--- config.mk ---
export PLATFORM = sky130hd
export DESIGN_NAME = imu_fifo_frame_parser
export DESIGN_NICKNAME = d
export VERILOG_FILES = /design/src/design/imufp_pkg.sv /design/src/design/imufp_result.sv /design/src/design/imu_fifo_frame_parser.sv
export SDC_FILE = /design/constraint.sdc
export NUM_CORES = 1
export LEC_CHECK = 0
export BUFFER_PORTS_ARGS = -buffer_cell sky130_fd_sc_hd__buf_4
export CORE_MARGIN = 3
export CORE_UTILIZATION = 45
export CTS_BUF_LIST = sky130_fd_sc_hd__clkbuf_4
export DETAILED_ROUTE_END_ITERATION = 12
export HOLD_SLACK_MARGIN = 0.08
export PLACE_DENSITY = 0.74
export SYNTH_ARGS = -nofsm -noshare
export SYNTH_HDL_FRONTEND = slang
export SYNTH_SLANG_ARGS = --single-unit
--- constraint.sdc ---
create_clock -name aclk -period 13.65 [get_ports aclk]
set_clock_uncertainty 0.05 [all_clocks]
set_input_delay 2.73 -clock aclk [delete_from_list [all_inputs] [get_ports aclk]]
set_output_delay 2.73 -clock aclk [all_outputs]
set_load 0.02 [all_outputs]
--- src/design/imufp_pkg.sv ---
package imufp_pkg;

    // Defaults and fixed widths
    localparam int TIME_WIDTH_DEF = 40;
    localparam int BYTE_W         = 8;
    localparam int SAMPLE_W       = 16;
    localparam int INTERVAL_W     = 50;
    localparam int POS_W          = 5;
    localparam int APB_ADDR_W     = 2;
    localparam int APB_DATA_W     = 32;

    // Header decoding
    localparam logic [7:0] HDR_EMPTY         = 8'h80;
    localparam logic [1:0] MODE_CONTROL      = 2'd1;
    localparam logic [1:0] MODE_REGULAR      = 2'd2;
    localparam logic [3:0] PARM_MASK         = 4'h0f;
    localparam logic [3:0] CTRL_INPUT_CONFIG = 4'd2;

    // Payload layout
    localparam logic [POS_W-1:0] TRIPLE_BYTES    = 5'd6;
    localparam logic [POS_W-1:0] CONFIG_LAST_POS = 5'd3;

    // Cross-axis factor is in units of 1/512
    localparam int COMP_SHIFT = 9;
    localparam int NS_PER_US  = 1000;

    // Register byte addresses
    localparam logic [APB_ADDR_W-1:0] ADDR_CROSS_AXIS = 2'd0;

    typedef enum logic [1:0] {
        PH_HEADER  = 2'd0,
        PH_REGULAR = 2'd1,
        PH_CONFIG  = 2'd2
    } imufp_phase_t;

    // Declared MSB first, so gyro_x lands in the lowest bits when packed.
    typedef struct packed {
        logic [INTERVAL_W-1:0]      interval_ns;
        logic                       accel_fresh;
        logic signed [SAMPLE_W-1:0] accel_z;
        logic signed [SAMPLE_W-1:0] accel_y;
        logic signed [SAMPLE_W-1:0] accel_x;
        logic signed [SAMPLE_W-1:0] gyro_z;
        logic signed [SAMPLE_W-1:0] gyro_y;
        logic signed [SAMPLE_W-1:0] gyro_x;
    } imufp_result_t;

    // Payload length of a regular frame: mag, gyro and accel each add six bytes.
    function automatic logic [POS_W-1:0] frame_len(input logic [2:0] content);
        logic [POS_W-1:0] len;
        len = '0;
        if (content[2]) len = len + TRIPLE_BYTES;
        if (content[1]) len = len + TRIPLE_BYTES;
        if (content[0]) len = len + TRIPLE_BYTES;
        return len;
    endfunction

endpackage

--- src/design/imufp_result.sv ---
module imufp_result #(
    parameter int TIME_WIDTH = imufp_pkg::TIME_WIDTH_DEF
) (
    input  logic [7:0]                   cross_axis_factor,
    input  logic signed [15:0]           gyro_raw_x,
    input  logic signed [15:0]           gyro_raw_y,
    input  logic signed [15:0]           gyro_raw_z,
    input  logic signed [15:0]           accel_x,
    input  logic signed [15:0]           accel_y,
    input  logic signed [15:0]           accel_z,
    input  logic                         accel_fresh,
    input  logic [TIME_WIDTH-1:0]        now_us,
    input  logic [TIME_WIDTH-1:0]        last_us,
    output imufp_pkg::imufp_result_t     result
);
    import imufp_pkg::*;

    localparam int PROD_W = SAMPLE_W + BYTE_W + 1;

    logic signed [PROD_W-1:0] prod;
    logic signed [PROD_W-1:0] biased;
    logic signed [PROD_W-1:0] quot;
    logic [TIME_WIDTH-1:0]    diff_us;
    logic [INTERVAL_W-1:0]    diff_ext;

    always_comb begin
        prod = $signed({1'b0, cross_axis_factor}) * gyro_raw_z;
        // Adding divisor minus one to a negative product makes the shift
        // round toward zero.
        biased = prod + (prod[PROD_W-1] ? PROD_W'((1 << COMP_SHIFT) - 1) : PROD_W'(0));
        quot   = biased >>> COMP_SHIFT;
    end

    always_comb begin
        diff_us  = now_us - last_us;
        diff_ext = INTERVAL_W'(diff_us);
    end

    always_comb begin
        result.gyro_x      = gyro_raw_x - quot[SAMPLE_W-1:0];
        result.gyro_y      = gyro_raw_y;
        result.gyro_z      = gyro_raw_z;
        result.accel_x     = accel_x;
        result.accel_y     = accel_y;
        result.accel_z     = accel_z;
        result.accel_fresh = accel_fresh;
        // Microseconds to nanoseconds: 1000 = 1024 - 16 - 8.
        result.interval_ns = (diff_ext << 10) - (diff_ext << 4) - (diff_ext << 3);
    end

endmodule

--- src/design/imu_fifo_frame_parser.sv ---
// Header-mode FIFO frame parser for an inertial sensor byte stream.
//
// Input stream (s_): one FIFO byte per transfer, with its microsecond arrival
// time and a bus error flag. Headers select the frame type; magnetometer
// bytes are skipped, gyro and accel triples are collected little-endian.
// Result stream (m_): one transfer per frame that holds gyro data, carrying
// the cross-axis compensated gyro triple, the latest accel triple, a flag
// for accel that arrived since the previous result, and the interval in ns.
// The APB port holds the cross-axis factor at address 0.
//
// Throughput is one byte per cycle while results are taken. A byte goes into
// an input register and is parsed from there straight into the result
// register, so m_tvalid rises once the frame's last byte has been parsed.
// When the receiver stalls, the result register holds; the input register
// still takes one more byte, then ready drops until the result is taken.
// Reset is synchronous, active low: the parser waits for a header, the
// stored samples, accel flag, last gyro time and factor clear to zero.
module imu_fifo_frame_parser #(
    parameter int TIME_WIDTH = imufp_pkg::TIME_WIDTH_DEF
) (
    input  logic                                 aclk,
    input  logic                                 aresetn,
    // APB configuration port
    input  logic                                 psel,
    input  logic                                 penable,
    input  logic                                 pwrite,
    input  logic [imufp_pkg::APB_ADDR_W-1:0]     paddr,
    input  logic [imufp_pkg::APB_DATA_W-1:0]     pwdata,
    output logic [imufp_pkg::APB_DATA_W-1:0]     prdata,
    output logic                                 pready,
    // Input stream
    input  logic                                 s_tvalid,
    output logic                                 s_tready,
    // s_tdata, from bit 0 up: fifo_byte, arrival_time_us, zero fill
    input  logic [((TIME_WIDTH+15)/8)*8-1:0]     s_tdata,
    // s_tuser: bus_error
    input  logic                                 s_tuser,
    // Result stream
    output logic                                 m_tvalid,
    input  logic                                 m_tready,
    // m_tdata, from bit 0 up: gyro_x, gyro_y, gyro_z, accel_x, accel_y,
    // accel_z, interval_ns, zero fill
    output logic [151:0]                         m_tdata,
    // m_tuser: accel_fresh
    output logic                                 m_tuser
);
    import imufp_pkg::*;

    localparam int M_PAY_W  = 6 * SAMPLE_W + INTERVAL_W;
    localparam int M_DATA_W = ((M_PAY_W + 7) / 8) * 8;

    // Configuration
    logic [7:0] factor_reg;
    logic       cfg_write;

    // Input register
    logic                  in_valid_reg;
    logic [7:0]            in_byte_reg;
    logic [TIME_WIDTH-1:0] in_time_reg;
    logic                  in_err_reg;

    // Parser state
    imufp_phase_t          phase_reg, phase_next;
    logic [2:0]            content_reg, content_next;
    logic [POS_W-1:0]      pos_reg, pos_next;
    logic [7:0]            hold_reg, hold_next;
    logic [15:0]           gyro_reg [3];
    logic [15:0]           gyro_next [3];
    logic [15:0]           accel_reg [3];
    logic [15:0]           accel_next [3];
    logic                  pending_reg, pending_next;
    logic [TIME_WIDTH-1:0] last_time_reg;

    // Result register
    logic                  m_valid_reg;
    imufp_result_t         res_reg;
    imufp_result_t         res_calc;

    logic                  advance;
    logic                  proc;
    logic                  emit;
    logic                  fresh_now;

    // Per-byte decode signals
    logic [POS_W-1:0]      mag_len, gyro_len, acc_len, total_len;
    logic [POS_W-1:0]      rel_pos, acc_rel;
    logic [15:0]           word;
    logic [1:0]            hdr_mode;
    logic [3:0]            hdr_parm;

    assign pready    = 1'b1;
    assign cfg_write = psel && penable && pwrite && pready;

    always_ff @(posedge aclk) begin
        if (!aresetn) begin
            factor_reg <= '0;
        end else if (cfg_write && paddr == ADDR_CROSS_AXIS) begin
            factor_reg <= pwdata[7:0];
        end
    end

    always_comb begin
        prdata = '0;
        if (paddr == ADDR_CROSS_AXIS) begin
            prdata = APB_DATA_W'(factor_reg);
        end
    end

    assign advance  = !m_valid_reg || m_tready;
    assign proc     = in_valid_reg && advance;
    assign s_tready = !in_valid_reg || advance;

    always_ff @(posedge aclk) begin
        if (!aresetn) begin
            in_valid_reg <= 1'b0;
        end else if (s_tvalid && s_tready) begin
            in_valid_reg <= 1'b1;
        end else if (advance) begin
            in_valid_reg <= 1'b0;
        end
    end

    always_ff @(posedge aclk) begin
        if (s_tvalid && s_tready) begin
            in_byte_reg <= s_tdata[7:0];
            in_time_reg <= s_tdata[TIME_WIDTH+7:8];
            in_err_reg  <= s_tuser;
        end
    end

    // Parser next state
    always_comb begin
        phase_next   = phase_reg;
        content_next = content_reg;
        pos_next     = pos_reg;
        hold_next    = hold_reg;
        gyro_next    = gyro_reg;
        accel_next   = accel_reg;
        pending_next = pending_reg;
        emit         = 1'b0;
        fresh_now    = pending_reg;

        mag_len   = content_reg[2] ? TRIPLE_BYTES : '0;
        gyro_len  = content_reg[1] ? TRIPLE_BYTES : '0;
        acc_len   = content_reg[0] ? TRIPLE_BYTES : '0;
        total_len = frame_len(content_reg);
        rel_pos   = pos_reg - mag_len;
        acc_rel   = rel_pos - gyro_len;
        word      = {in_byte_reg, hold_reg};
        hdr_mode  = in_byte_reg[7:6];
        hdr_parm  = in_byte_reg[5:2] & PARM_MASK;

        if (in_err_reg) begin
            // A failed transfer restarts the payload; a header is just dropped.
            if (phase_reg == PH_REGULAR || phase_reg == PH_CONFIG) begin
                pos_next = '0;
            end
        end else begin
            unique case (phase_reg)
                PH_REGULAR: begin
                    if (pos_reg >= mag_len && pos_reg < total_len) begin
                        if (!rel_pos[0]) begin
                            hold_next = in_byte_reg;
                        end else if (pos_reg < mag_len + gyro_len) begin
                            gyro_next[rel_pos[2:1]] = word;
                        end else begin
                            accel_next[acc_rel[2:1]] = word;
                        end
                    end
                    if (pos_reg + 5'd1 < total_len) begin
                        pos_next = pos_reg + 5'd1;
                    end else begin
                        phase_next = PH_HEADER;
                        pos_next   = '0;
                        fresh_now  = pending_reg || (acc_len != '0);
                        if (gyro_len != '0) begin
                            emit         = 1'b1;
                            pending_next = 1'b0;
                        end else begin
                            pending_next = fresh_now;
                        end
                    end
                end
                PH_CONFIG: begin
                    if (pos_reg >= CONFIG_LAST_POS) begin
                        phase_next = PH_HEADER;
                        pos_next   = '0;
                    end else begin
                        pos_next = pos_reg + 5'd1;
                    end
                end
                default: begin
                    // Header phase; an unused phase code behaves the same.
                    phase_next = PH_HEADER;
                    if (in_byte_reg != HDR_EMPTY) begin
                        if (hdr_mode == MODE_REGULAR) begin
                            if (hdr_parm[2:0] != 3'd0) begin
                                phase_next   = PH_REGULAR;
                                content_next = hdr_parm[2:0];
                                pos_next     = '0;
                            end
                        end else if (hdr_mode == MODE_CONTROL &&
                                     hdr_parm == CTRL_INPUT_CONFIG) begin
                            phase_next = PH_CONFIG;
                            pos_next   = '0;
                        end
                    end
                end
            endcase
        end
    end

    imufp_result #(
        .TIME_WIDTH (TIME_WIDTH)
    ) u_result (
        .cross_axis_factor (factor_reg),
        .gyro_raw_x        (gyro_next[0]),
        .gyro_raw_y        (gyro_next[1]),
        .gyro_raw_z        (gyro_next[2]),
        .accel_x           (accel_next[0]),
        .accel_y           (accel_next[1]),
        .accel_z           (accel_next[2]),
        .accel_fresh       (fresh_now),
        .now_us            (in_time_reg),
        .last_us           (last_time_reg),
        .result            (res_calc)
    );

    always_ff @(posedge aclk) begin
        if (!aresetn) begin
            phase_reg     <= PH_HEADER;
            content_reg   <= '0;
            pos_reg       <= '0;
            hold_reg      <= '0;
            gyro_reg      <= '{default: '0};
            accel_reg     <= '{default: '0};
            pending_reg   <= 1'b0;
            last_time_reg <= '0;
        end else if (proc) begin
            phase_reg   <= phase_next;
            content_reg <= content_next;
            pos_reg     <= pos_next;
            hold_reg    <= hold_next;
            gyro_reg    <= gyro_next;
            accel_reg   <= accel_next;
            pending_reg <= pending_next;
            if (emit) begin
                last_time_reg <= in_time_reg;
            end
        end
    end

    always_ff @(posedge aclk) begin
        if (!aresetn) begin
            m_valid_reg <= 1'b0;
        end else if (proc && emit) begin
            m_valid_reg <= 1'b1;
        end else if (m_tready) begin
            m_valid_reg <= 1'b0;
        end
    end

    always_ff @(posedge aclk) begin
        if (proc && emit) begin
            res_reg <= res_calc;
        end
    end

    assign m_tvalid = m_valid_reg;
    assign m_tuser  = res_reg.accel_fresh;
    assign m_tdata  = M_DATA_W'({res_reg.interval_ns,
                                 res_reg.accel_z, res_reg.accel_y, res_reg.accel_x,
                                 res_reg.gyro_z, res_reg.gyro_y, res_reg.gyro_x});

    // A config payload never runs past its fourth byte.
    a_config_pos: assert property (@(posedge aclk) disable iff (!aresetn)
        phase_reg == PH_CONFIG |-> pos_reg <= CONFIG_LAST_POS)
        else $error("config payload position out of range");

    // A regular payload always has content and stays inside its frame.
    a_regular_pos: assert property (@(posedge aclk) disable iff (!aresetn)
        phase_reg == PH_REGULAR |-> content_reg != 3'd0 && pos_reg < frame_len(content_reg))
        else $error("regular payload position out of range");

    // An emitted result lands in the result register.
    a_emit_valid: assert property (@(posedge aclk) disable iff (!aresetn)
        proc && emit |=> m_valid_reg)
        else $error("result lost");

    // The interval reference moves to the time of the emitting byte.
    a_last_time: assert property (@(posedge aclk) disable iff (!aresetn)
        proc && emit |=> last_time_reg == $past(in_time_reg))
        else $error("last gyro time not updated");

    // Accel freshness is cleared by every gyro result.
    a_pending_clear: assert property (@(posedge aclk) disable iff (!aresetn)
        proc && emit |=> !pending_reg)
        else $error("accel flag not cleared after result");

endmodule

==> summary.md <==
| Metric | Value |
|---|---|
| Library cells used by synthesis | 89 |
| Detailed Route WL | 63.2 mm |
| Leak | 12.6 nW |
| Fraction of the yosys area taken by sequential cells | 0.357 |
| Period utilization | 0.863 |
| Power Density | 122 mW/mm^2 |
| Reg2reg path depth | about 40 |
| Least-Margin Pin Slew | 1.21 ns |
| CP required | ~14 ns |
| Max cap viols | 0 |
| Drt wl/cell | 17.2 um |
| Avg Inst Size Synth | 9.72 um^2 |
| CP max stage cell | or4_4 |
| Clk slew on worst S/H paths | 0.07 ns |
| Vias in the first global route | 19755 |
| Final ANT Viol Nets | 0 |
| Die footprint | 0.0596 mm^2 |
| Depth of the CTS H-tree | 3 |
| CP max stage delay | 0.69 ns |
| TritonCTS clock tree | yes |
| TritonCTS Buffers | 98 |
| FMAX | between 80 and 90 MHz |
| Slew Viols, Final | 0 |
| GP Congestion | 0.880 |
| Layout net count | 3253 |
| Clk Latency, worst-skew pair | approximately 0.9 ns |
| CP endpoint kind | flip-flop |
| Final hold viol count | 0 |
| Worst Setup Slack, final | 1.86 ns |
| GRT Overall Usage | 0.210 |
| Max FO, Critical Path | 16 |
| Placeable Area | 0.0556 mm^2 |
| First-pass GRT wire length | between 100 and 150 mm |
| CP Launch Type | flip-flop |
| Detailed-route via count | 19429 |
| IO Pins | around 280 |
| Cells after Synth | 2624 |
| Syn Std Cell Area | 0.0255 mm^2 |
| Most used DFF post-synth | edfxtp_1 |
| Detailed placement HPWL | 46.5 mm |
| Max VDD drop | 0.0728 mV |
| Area Overhead vs Synth | 13.7% |
| Crit path DAT | 12.40 ns |
| WHS Path Cells | 2 |
| RSZ-0062 raised after global routing | no |
| Synth warnings | 0 |
| CTS resizes | 0 |
| Starting Density | 0.458 |
| Max FFs per register | 143 |
| Die Wd | about 240 um |
| Pre-CTS WS | 1.87 ns |
| Sink Count | 358 |
| Via-per-instance ratio | 5.27 |
| Initial antenna violation count | 2 |
| Normalized max-slew margin | 0.193 |
| Initial drt markers | 1188 |
| Largest net degree at the start of global routing | ~120 |
| Fin area | about 0.029 mm^2 |
| DR pass1 iterations | 6 |
| Clock Path Buffers | 3 |
| Die Height | 244 um |
| Final setup fails | 0 |
| #FFs+latches synth | 358 |
| Ys async rst share | 0 |
| Post-synth EDFFs | about 190 |
| Cell row count | 86 |
| Classification of the worst-slack hold path | reg -> reg |
| Root Buffer | clkbuf_4 |
| Kind of critical path | reg -> reg |
| Post-CTS setup buffers | 0 |
| Min cycle time layout | 11.79 ns |
| Residual DRC | 0 |
| Cts-stage hold buffer count | 0 |
| Total negative slack | 0 ns |
| Share of cells above drive strength 1 | 0.179 |
| Outcome | complete, no violations |
| GRT overflow | 0 |
| Port Buffers | ~220 |
| Placed inst area | 0.0276 mm^2 |
==> critical path, delay by kind of cell, from the launching register on <==
kind | cells | cell delay (ns)
AOI/OAI and AO/OA | 17 | 3.39
xor gates and xnor gates | 2 | 0.87
adders and majority gates | 9 | 3.73
buffers and inverters | 3 | 0.17
DFF | 1 | 0.45
muxes | 1 | 0.42
and+or+nand+nor | 9 | 2.51
==> power by group <==
| part | switching [mW] | leakage [nW] | total, mW | internal [mW] |
|---|---|---|---|---|
| clock network | 0.475 | 0.798 | 1.02 | 0.542 |
| logic | 0.756 | 8.58 | 1.27 | 0.510 |
| registers | 0.0177 | 3.19 | 1.24 | 1.23 |
| total | 1.25 | 12.6 | 3.53 | 2.28 |
==> layout by cell type (no fill, tap or decap), drive strengths merged, types with 9 or more instances in the layout <==
cell / count
o21bai: 18
nor3b: 53
and2: 77
a21oi: 113
xor2: 46
nor2b: 51
o21ai: 71
or3: 9
fa: 138
xnor2: 90
nand4: 17
nand3: 25
edfxtp: 193
a211oi: 13
and3: 18
dfxtp: 165
inv: 292
o21a: 16
clkinv: 20
a31oi: 18
ha: 175
nand2b: 33
nand2: 281
clkbuf: 156
buf: 234
mux2: 93
o211ai: 10
nor3: 28
a21o: 44
a21boi: 79
mux2i: 24
conb: 34
nor2: 179
o211a: 18
==> cell families (layout without fill, tap and decap cells) <==
| family | after synthesis | after routing | synth area share |
|---|---|---|---|
| and+or+nand+nor | 811 | 811 | 0.159 |
| other | 2 | 40 | 0.000294 |
| muxes | 117 | 117 | 0.0510 |
| xor gates and xnor gates | 136 | 136 | 0.0467 |
| adders and majority gates | 314 | 314 | 0.195 |
| AOI/OAI and AO/OA | 456 | 456 | 0.122 |
| buffers and inverters | 430 | 704 | 0.0697 |
| DFF | 358 | 358 | 0.357 |
==> layer usage <==
layer	routed length, um	global-route usage	part of all wire
met4	2010	0.0837	0.032
met3	3060	0.0337	0.048
met2	31000	0.359	0.49
met5	0	0	0
met1	27200	0.267	0.43
==> synthesized netlist by cell type, types with 7 or more instances <==
| cell type | number | area (um^2) |
|---|---|---|
| nand3_1 | 25 | 125 |
| o31ai_1 | 8 | 60.1 |
| o21a_1 | 16 | 120 |
| nor3_1 | 26 | 130 |
| or3_1 | 8 | 50.1 |
| o211a_1 | 18 | 180 |
| a31oi_1 | 18 | 113 |
| mux2_2 | 83 | 935 |
| o21ai_0 | 68 | 340 |
| buf_2 | 10 | 50.1 |
| a21boi_0 | 63 | 473 |
| nand2b_1 | 33 | 206 |
| and3_1 | 18 | 113 |
| a211oi_1 | 13 | 97.6 |
| a21oi_1 | 111 | 556 |
| mux2i_1 | 23 | 230 |
| nor2b_1 | 51 | 319 |
| nor2_1 | 176 | 661 |
| dfxtp_1 | 165 | 3300 |
| fa_1 | 138 | 2760 |
| nor4_1 | 7 | 43.8 |
| ha_1 | 175 | 2190 |
| clkbuf_1 | 90 | 338 |
| inv_1 | 289 | 1080 |
| o211ai_1 | 10 | 75.1 |
| nand2_1 | 281 | 1050 |
| o21bai_1 | 18 | 135 |
| mux2_1 | 10 | 113 |
| a21o_1 | 44 | 330 |
| a21boi_1 | 16 | 120 |
| xor2_1 | 46 | 403 |
| buf_4 | 36 | 270 |
| and2_1 | 77 | 482 |
| edfxtp_1 | 193 | 5800 |
| nand4_1 | 16 | 100 |
| xnor2_1 | 90 | 788 |
| nor3b_1 | 52 | 390 |
==> per-stage QoR <==
stage	hold slack, ns	power [mW]	cells	utilization
3_5_place_dp	0.394	2.51	3498	0.497
5_1_grt	0.416	3.77	3684	0.521
6_report	0.401	3.53	3684	0.521
2_1_floorplan	0.382	2.23	2656	-
4_1_cts	0.404	3.55	3678	0.521
3_3_place_gp	0.387	2.49	3498	0.497
==> worst paths after layout <==
path | slack (ns) | end | from
worst max-delay path | 1.86 | m_tdata[14]$_DFFE_PP_ | content_reg[1]$_SDFFE_PN0P_
worst min-delay path | 0.40 | accel_reg[37]$_SDFFE_PN0P_ | accel_reg[37]$_SDFFE_PN0P_
worst max register to register | 1.86 | m_tdata[14]$_DFFE_PP_ | content_reg[1]$_SDFFE_PN0P_
worst min register to register | 0.40 | accel_reg[37]$_SDFFE_PN0P_ | accel_reg[37]$_SDFFE_PN0P_
==> cell type report <==
| type | instances | area (um^2) |
|---|---|---|
| multi-input cells | 1868 | 14800 |
| flip-flops and latches | 358 | 9100 |
| inverters | 290 | 1090 |
| clock buffers | 156 | 1170 |
| diodes | 6 | 15.0 |
| repair buffers | 234 | 1760 |
| clock inverters | 24 | 170 |
| fillers | 5002 | 26600 |
| well taps | 748 | 936 |
Note: power is estimated with default switching activity, not from simulation.
